`src/rtl/core/lc3_pkg.sv`:
```
// ----------------------------------------------------------------------------
// lc3_pkg
// Shared opcodes, trap vectors and controller/datapath command types.
// ----------------------------------------------------------------------------
package lc3_pkg;

    localparam logic [3:0] OP_BR   = 4'h0;
    localparam logic [3:0] OP_ADD  = 4'h1;
    localparam logic [3:0] OP_LD   = 4'h2;
    localparam logic [3:0] OP_ST   = 4'h3;
    localparam logic [3:0] OP_JSR  = 4'h4;
    localparam logic [3:0] OP_AND  = 4'h5;
    localparam logic [3:0] OP_LDR  = 4'h6;
    localparam logic [3:0] OP_STR  = 4'h7;
    localparam logic [3:0] OP_RTI  = 4'h8;
    localparam logic [3:0] OP_NOT  = 4'h9;
    localparam logic [3:0] OP_LDI  = 4'hA;
    localparam logic [3:0] OP_STI  = 4'hB;
    localparam logic [3:0] OP_JMP  = 4'hC;
    localparam logic [3:0] OP_RES  = 4'hD;
    localparam logic [3:0] OP_LEA  = 4'hE;
    localparam logic [3:0] OP_TRAP = 4'hF;

    localparam logic [7:0] TRAP_GETC = 8'h20;
    localparam logic [7:0] TRAP_OUT  = 8'h21;
    localparam logic [7:0] TRAP_IN   = 8'h23;
    localparam logic [7:0] TRAP_HALT = 8'h25;

    localparam logic [15:0] KBSR_ADDR = 16'hFE00;
    localparam logic [15:0] KBDR_ADDR = 16'hFE02;

    localparam logic [2:0] CC_P = 3'd1;
    localparam logic [2:0] CC_Z = 3'd2;
    localparam logic [2:0] CC_N = 3'd4;

    // memory address source
    typedef enum logic [1:0] {
        ASEL_PC   = 2'd0,
        ASEL_EA   = 2'd1,
        ASEL_MDR  = 2'd2,
        ASEL_LOAD = 2'd3
    } asel_t;

    // controller to datapath
    typedef struct packed {
        logic  capture;   // latch input item
        logic  mem_rd;    // read at selected address
        logic  mem_wr;    // write at selected address
        asel_t asel;
        logic  wr_load;   // write data is load word (else register)
        logic  ir_load;   // instruction register takes read data
        logic  mdr_load;  // data register takes read data
        logic  execute;   // commit register/pc/cc update
        logic  clr_clear; // advance clearing sweep
    } lc3_cmd_t;

    // datapath to controller
    typedef struct packed {
        logic [3:0] opcode;
        logic       clr_done;
    } lc3_stat_t;

endpackage

```
`src/rtl/core/lc3_control.sv`:
```
// ----------------------------------------------------------------------------
// lc3_control
// Sequencer: clearing sweep, handshake, fetch, memory phases, execute.
// ----------------------------------------------------------------------------
module lc3_control
    import lc3_pkg::*;
(
    input  logic      clk,
    input  logic      rst_n,
    input  logic      s_tvalid,
    output logic      s_tready,
    input  logic      command,
    input  logic      halted,
    output logic      m_tvalid,
    input  logic      m_tready,
    input  lc3_stat_t stat,
    output lc3_cmd_t  cmd
);

    typedef enum logic [9:0] {
        ST_CLEAR = 10'b0000000001,
        ST_IDLE  = 10'b0000000010,
        ST_LOAD  = 10'b0000000100,
        ST_FETCH = 10'b0000001000,
        ST_FWAIT = 10'b0000010000,
        ST_DECODE= 10'b0000100000,
        ST_IND   = 10'b0001000000,
        ST_DATA  = 10'b0010000000,
        ST_EXEC  = 10'b0100000000,
        ST_OUT   = 10'b1000000000
    } state_t;

    state_t state_reg, state_next;
    logic   ind_reg, ind_next;

    assign s_tready = (state_reg == ST_IDLE);
    assign m_tvalid = (state_reg == ST_OUT);

    always_comb
    begin
        state_next = state_reg;
        ind_next   = ind_reg;
        cmd        = '0;
        cmd.asel   = ASEL_PC;
        unique case (state_reg)
            ST_CLEAR:
            begin
                cmd.clr_clear = 1'b1;
                if (stat.clr_done)
                begin
                    cmd.clr_clear = 1'b0;
                    state_next = ST_IDLE;
                end
            end
            ST_IDLE:
            begin
                if (s_tvalid)
                begin
                    cmd.capture = 1'b1;
                    state_next = !command ? ST_LOAD : (halted ? ST_OUT : ST_FETCH);
                end
            end
            ST_LOAD:
            begin
                cmd.asel = ASEL_LOAD; cmd.wr_load = 1'b1; cmd.mem_wr = 1'b1;
                state_next = ST_OUT;
            end
            ST_FETCH:
            begin
                cmd.asel = ASEL_PC; cmd.mem_rd = 1'b1;
                state_next = ST_FWAIT;
            end
            ST_FWAIT:
            begin
                cmd.ir_load = 1'b1;
                state_next = ST_DECODE;
            end
            ST_DECODE:
            begin
                // issue the first data access
                ind_next = 1'b0;
                unique case (stat.opcode)
                    OP_LD, OP_LDR:
                    begin
                        cmd.asel = ASEL_EA; cmd.mem_rd = 1'b1;
                        state_next = ST_DATA;
                    end
                    OP_LDI, OP_STI:
                    begin
                        cmd.asel = ASEL_EA; cmd.mem_rd = 1'b1;
                        state_next = ST_IND;
                    end
                    OP_ST, OP_STR:
                    begin
                        cmd.asel = ASEL_EA; cmd.mem_wr = 1'b1;
                        state_next = ST_EXEC;
                    end
                    default:
                    begin
                        state_next = ST_EXEC;
                    end
                endcase
            end
            ST_IND:
            begin
                cmd.mdr_load = 1'b1;
                ind_next = 1'b1;
                state_next = ST_DATA;
            end
            ST_DATA:
            begin
                if (ind_reg)
                begin
                    // second access through pointer
                    cmd.asel = ASEL_MDR;
                    if (stat.opcode == OP_STI)
                    begin
                        cmd.mem_wr = 1'b1;
                        state_next = ST_EXEC;
                    end
                    else
                    begin
                        cmd.mem_rd = 1'b1;
                        ind_next = 1'b0;
                    end
                end
                else
                begin
                    state_next = ST_EXEC;
                end
            end
            ST_EXEC:
            begin
                cmd.execute = 1'b1;
                state_next = ST_OUT;
            end
            ST_OUT:
            begin
                if (m_tready)
                begin
                    state_next = ST_IDLE;
                end
            end
            default:
            begin
                state_next = ST_IDLE;
            end
        endcase
    end

    always_ff @(posedge clk or negedge rst_n)
    begin
        if (!rst_n)
        begin
            state_reg <= ST_CLEAR;
            ind_reg   <= 1'b0;
        end
        else
        begin
            state_reg <= state_next;
            ind_reg   <= ind_next;
        end
    end

endmodule

```
`config.mk`:
```
export PLATFORM = sky130hd
export DESIGN_NAME = lc3_control
export DESIGN_NICKNAME = d
export VERILOG_FILES = /design/src/rtl/core/lc3_pkg.sv /design/src/rtl/core/lc3_control.sv
export SDC_FILE = /design/constraint.sdc
export NUM_CORES = 1
export LEC_CHECK = 0
export BUFFER_PORTS_ARGS = -buffer_cell sky130_fd_sc_hd__buf_4
export CAP_MARGIN = 0
export CORE_UTILIZATION = 40
export DETAILED_ROUTE_END_ITERATION = 7
export PLACE_DENSITY_LB_ADDON = 0.12
export SLEW_MARGIN = 20
export SYNTH_ARGS = -nofsm -noshare
export SYNTH_HDL_FRONTEND = slang
export SYNTH_SLANG_ARGS = --single-unit
```
`constraint.sdc`:
```
create_clock -name clk -period 1.63 [get_ports clk]
set_input_delay 0.2445 -clock clk [delete_from_list [all_inputs] [get_ports clk]]
set_output_delay 0.2445 -clock clk [all_outputs]
set_load 0.02 [all_outputs]
```
==> impl_metrics.json, run 1 <==
{
  "syn_area_um2": 851,
  "clk_path_buf_depth": 2,
  "cp.arrival_ns": 1.90,
  "grt.total_usage_pct": 27.4,
  "start_kind": "flip-flop",
  "fillCellCount": 96,
  "wire_per_inst_um": 19.1,
  "io_buffers": 22,
  "diodes": 0,
  "place_congestion": 0.779,
  "fin_skew_ns": 0.00466,
  "dp_cells": 167,
  "hpwl_um": 1840,
  "finalSetupViolCount": 17,
  "whs_ns": 0.112,
  "tritoncts": "done",
  "period_share_pct": 131,
  "maxSlewHeadroom_pct": 77.1,
  "cp-end-kind": "output pin",
  "htreeDepth": 1,
  "nNetsFinal": 173,
  "dr.pass1.iters": 4,
  "grt_max_degree": 12,
  "stdcell_area_mm2": 0.00172,
  "min_period_ns": 2.14,
  "via_per_inst": 5.78,
  "critical_path_class": "reg -> out",
  "slew_viol_final": 0,
  "hold_viol": 0,
  "status": "finished, violations left",
  "clk_pin_slew_ns": 0.08,
  "grt_overflow": 0,
  "start_util_pct": 42.9,
  "rsz0062_at_grt": "true",
  "dieArea_mm2": 0.00232,
  "ctsRootBufferMaster": "clkbuf_4",
  "ys_ff_latch": 11,
  "finalWirelength_um": 3590,
  "yosysSeqAreaShare_pct": 32.5,
  "avgSynthCellArea_um2": 9.35,
  "worstPathMaxFanout": 3,
  "cts_buffers": 3,
  "clock_sinks": 11,
  "max_freq_mhz": 467,
  "antenna_found_initial": 0,
  "ioPinCount": 23,
  "synthTopCellsByArea": "dfrtp_1 (29%), nor4b_2 (7.1%), nor3b_1 (6.2%)",
  "die_h_um": 48.1,
  "synth_cell_type_count": 43,
  "first_iter_violations": 26,
  "area_growth_pct": 102,
  "ir_drop_uv": 1300,
  "yosys.area.top_type": "dfrtp_1",
  "grt_pass1_wl_um": 4300,
  "rows": 16,
  "hold_path.class": "in -> reg",
  "largest_reg_flops": 10,
  "clock_latency_ns": 0.29,
  "post-place-ws_ns": -0.153,
  "p_leak_nw": 0.772,
  "syn_nets": 102,
  "violations": "setup timing",
  "cp.required_ns": 1.39,
  "grt_pass1_vias": 930,
  "die_w_um": 48.1,
  "layout-drive-gt1-share_pct": 75.2,
  "worstMarginPinSlew_ns": 0.340,
  "fin_util_pct": 86.7,
  "drtAntennaViolNets": 0,
  "yosysWarnings": 0,
  "dpl_cell_area_mm2": 0.00132,
  "final_cells": 188,
  "drcViolationCount": 0,
  "synth_cells": 91,
  "ff2ff_setup_slack_ns": -0.30,
  "layout_setup_ws_ns": -0.510,
  "num_vias": 1087,
  "powerDensity_mw_per_mm2": 1360,
  "core_area_mm2": 0.00198,
  "synth_top_area_share_pct": 29.4,
  "maxCapViolCount": 0
}
[stage by stage]
stage          power [W]  setup TNS [ns]
2_1_floorplan   0.000916          -0.374
3_3_place_gp     0.00140          -0.916
3_5_place_dp     0.00140           -1.26
4_1_cts          0.00199           -4.66
5_1_grt          0.00242           -7.01
6_report         0.00233           -6.22
[area by class of cell]
type / instances / area (µm²) / share of cell area, %
clock buffer: 4 / 26.3 / 1.53
sequential: 11 / 283 / 16.5
multi-input combinational: 71 / 768 / 44.7
inverter: 4 / 15.0 / 0.874
tap: 27 / 33.8 / 1.97
timing repair buffer: 71 / 592 / 34.5
[cells by family (layout without fill, tap and decap cells)]
logic type	after synthesis	in the layout	synth area share, %
xor+xnor	2	2	2.06
compound gates	16	16	12.9
simple gates	53	53	47.6
buf+inv	9	79	4.85
flops	11	11	32.5
[timing repair]
item | 4_1_cts | 5_1_grt
setup endpoints to repair | 18 | 20
hold buffers | 1 | 0
resized for setup | 31 | 24
pin swaps | 17 | 15
endpoints found under the hold margin | 10 | 0
setup buffers | 14 | 4
[metal layers]
metal	up-vias	global-route usage, %	routed length [µm]
met4	0	6.67	60
met2	47	42.4	1850
li1	483	-	-
met5	-	0	0
met1	551	38.5	1520
met3	6	6.67	157
[cells in the mapped netlist, drive strengths merged]
library cell and number:
or3b 2, dfrtp 10, a32oi 1, nor2 7, o311ai 1, a31oi 2, nand4 1, dfstp 1
xnor2 1, xor2 1, or2 1, or4 1, inv 4, or3 2, nand3b 1, nor3b 10
o21ai 4, buf 3, and3 1, nand2 7, a21oi 3, o221ai 1, nand2b 2, o2bb2ai 1
nand3 5, a211oi 1, and2 2, and4b 1, nor3 2, nor4b 5, o31ai 2, clkbuf 2
nand4b 2, nor4 1
[power breakdown]
| part | leakage, nW | switching [W] | total [W] | internal (W) |
|---|---|---|---|---|
| Clock | 0.0150 | 0.000113 | 0.000208 | 0.0000953 |
| Combinational | 0.624 | 0.000799 | 0.00176 | 0.000962 |
| Sequential | 0.133 | 0.0000469 | 0.000362 | 0.000315 |
[critical path, cell delays in order (launching register included)]
cell and delay [ns]:
dfrtp_1 0.43, nor4_4 0.40, and2_4 0.23, buf_4 0.13, nand2_4 0.06, nor3b_4 0.21, buf_6 0.15
[path summary, 6_finish.rpt]
| kind | cells past startpoint | from | to |
|---|---|---|---|
| max reg2reg | 8 | state_reg[1] | state_reg[8] |
| min in group asynchronous | 2 | rst_n | state_reg[1] |
| min reg2reg | 2 | ind_reg | ind_reg |
| min | 2 | halted | state_reg[3] |
| max | 6 | state_reg[4] | m_tvalid |
| max in group asynchronous | 2 | rst_n | state_reg[0] |
[cells in the final DEF (no fill, tap or decap), types with 2 or more instances in the layout]
cell,n
clkbuf_4,3
a21oi_1,2
nand2_1,5
inv_1,3
buf_4,55
nand2b_1,2
nand4b_1,2
nor3b_4,4
nor2_1,2
nor3b_2,3
nand3_1,2
buf_6,15
nand3_2,2
dfrtp_2,5
nor2_4,4
nor4b_4,4
nor3b_1,3
dfrtp_1,5
o21ai_0,2
Power figures use the tool's default switching activity.
==> run 2: changes to the inputs <==
- CORE_UTILIZATION: 40 -> 54
- clock period: 1.63 -> 2.6 ns (I/O delays scaled with it)
==> run 2 against run 1 <==
Effect of this change:
- the run now ends clean
- sequential share of layout area increased by 9.9 points
- die area decreased by 25%
- combinational power decreased by 76%
- critical path depth unchanged
- clock skew about the same
- setup slack improved by 0.72 ns
- non-clock buffer count decreased by 48
- first-iteration DRC count increased by 15%
- clock power decreased by 41%
- critical endpoint is now cmd[9]
==> impl_metrics.json, run 2 (synthesized netlist as in run 1, its figures left out) <==
{
  "start_kind": "flip-flop",
  "min_period_ns": 2.39,
  "drcViolationCount": 0,
  "max_freq_mhz": 418,
  "ctsRootBufferMaster": "clkbuf_4",
  "place_congestion": 0.919,
  "diodes": 0,
  "wire_per_inst_um": 16.8,
  "clock_sinks": 11,
  "critPathMaxStageDelay_ns": 0.53,
  "fin_util_pct": 75.8,
  "dr.pass1.iters": 4,
  "cp.required_ns": 2.21,
  "grt.total_usage_pct": 26.4,
  "clk_pin_slew_ns": 0.08,
  "dieArea_mm2": 0.00174,
  "p_leak_nw": 0.492,
  "stdcell_area_mm2": 0.00105,
  "whs_ns": 0.279,
  "status": "finished clean",
  "critical_path.cell_chain": "nor4_4, nand3_2, nor3b_4, nand2_2, inv_1, buf_4",
  "largest_reg_flops": 10,
  "worstMarginPinSlew_ns": 0.439,
  "antenna_found_initial": 0,
  "slew_viol_final": 0,
  "cts_buffers": 3,
  "power_w": 0.000795,
  "io_buffers": 22,
  "hpwl_um": 1650,
  "grt_overflow": 0,
  "fin_skew_ns": 0.00453,
  "die_w_um": 41.7,
  "fin_setup_tns_ns": 0,
  "hold_path.class": "in -> reg",
  "clock_latency_ns": 0.27,
  "grt_max_degree": 12,
  "dpl_cell_area_mm2": 0.00101,
  "drtAntennaViolNets": 0,
  "period_share_pct": 92.1,
  "via_per_inst": 6.41,
  "start_util_pct": 61.5,
  "cp.arrival_ns": 2.00,
  "hold_viol": 0,
  "worstPathMaxFanout": 11,
  "ir_drop_uv": 549,
  "crit_family": "simple AND/OR/NAND/NOR gates",
  "final_cell_mix": "buf_4 (22), dfrtp_1 (10), nor3b_1 (7)",
  "clk_path_buf_depth": 2,
  "first_iter_violations": 30,
  "rows": 13,
  "area_growth_pct": 23.2,
  "die_h_um": 41.7,
  "maxSlewHeadroom_pct": 70.6,
  "ff2ff_setup_slack_ns": 0.75,
  "grt_pass1_wl_um": 3480,
  "cp_slowest_cell": "dfrtp_1",
  "nNetsFinal": 125,
  "cts_setup_buffers": 0,
  "maxCapViolCount": 0,
  "htreeDepth": 1,
  "finalSetupViolCount": 0,
  "core_area_mm2": 0.00138,
  "tritoncts": "done",
  "rsz0062_at_grt": "false",
  "cp_num_buf_inv": 2,
  "critical_path_class": "reg -> out",
  "layout-drive-gt1-share_pct": 36.3,
  "powerDensity_mw_per_mm2": 758,
  "ioPinCount": 23,
  "num_vias": 820,
  "cp-end-kind": "output pin",
  "final_common_cell": "buf_4",
  "finalWirelength_um": 2150,
  "grt_pass1_vias": 723
}
==> run 2: cell types whose count changed in the layout (fill, tap and decap cells not counted), moves of 4 or more <==
cell / previous run / this run
buf_6: 15 / 0
nor4b_4: 4 / 0
dfrtp_2: 5 / 0
dfrtp_1: 5 / 10
buf_4: 55 / 22
nor3b_1: 3 / 7
==> run 2: metrics by stage <==
step / instances / worst slack (ns)
2_1_floorplan: 91 / 0.463
3_3_place_gp: 123 / 0.566
3_5_place_dp: 123 / 0.488
4_1_cts: 128 / 0.188
5_1_grt: 128 / 0.0329
6_report: 128 / 0.205
==> run 2: layout make-up <==
class                           count  area, µm²
Multi-Input combinational cell     71        536
Fill cell                         104        334
Sequential cell                    11        277
Timing Repair Buffer               23        175
Clock buffer                        3       22.5
Tap cell                           15       18.8
Inverter                            4       15.0
Clock inverter                      1       5.00
==> run 2: worst paths after layout <==
path	start	to	cells past startpoint
setup / recovery	state_reg[4]	cmd[9]	6
hold / removal	halted	state_reg[3]	2
setup reg to reg	state_reg[0]	state_reg[1]	5
hold reg to reg	ind_reg	ind_reg	2
max in group asynchronous	rst_n	state_reg[0]	2
min in group asynchronous	rst_n	state_reg[1]	2
==> run 2: where the power goes <==
group	switching (W)	internal (W)	leakage (nW)
clock network	0.0000656	0.0000569	0.0177
registers	0.0000533	0.000197	0.142
logic	0.000241	0.000182	0.333
total	0.000360	0.000436	0.492
==> run 2: repair_timing <==
| item | 4_1_cts | 5_1_grt |
|---|---|---|
| hold endpoints to repair | 10 | 0 |
| resized for setup | 0 | 1 |
| hold buffers | 1 | 0 |
| setup endpoints to repair | 0 | 2 |
==> run 2: per-layer routing <==
| layer | track usage (%) | share of wire (%) | up-vias | wire length [µm] |
|---|---|---|---|---|
| met1 | 35.8 | 44 | 395 | 941 |
| met2 | 43.4 | 49 | 37 | 1060 |
| met4 | 5.81 | 0.56 | 0 | 12 |
| met3 | 5.22 | 6.4 | 2 | 137 |
| met5 | 0 | 0 | - | 0 |
| li1 | - | - | 386 | - |
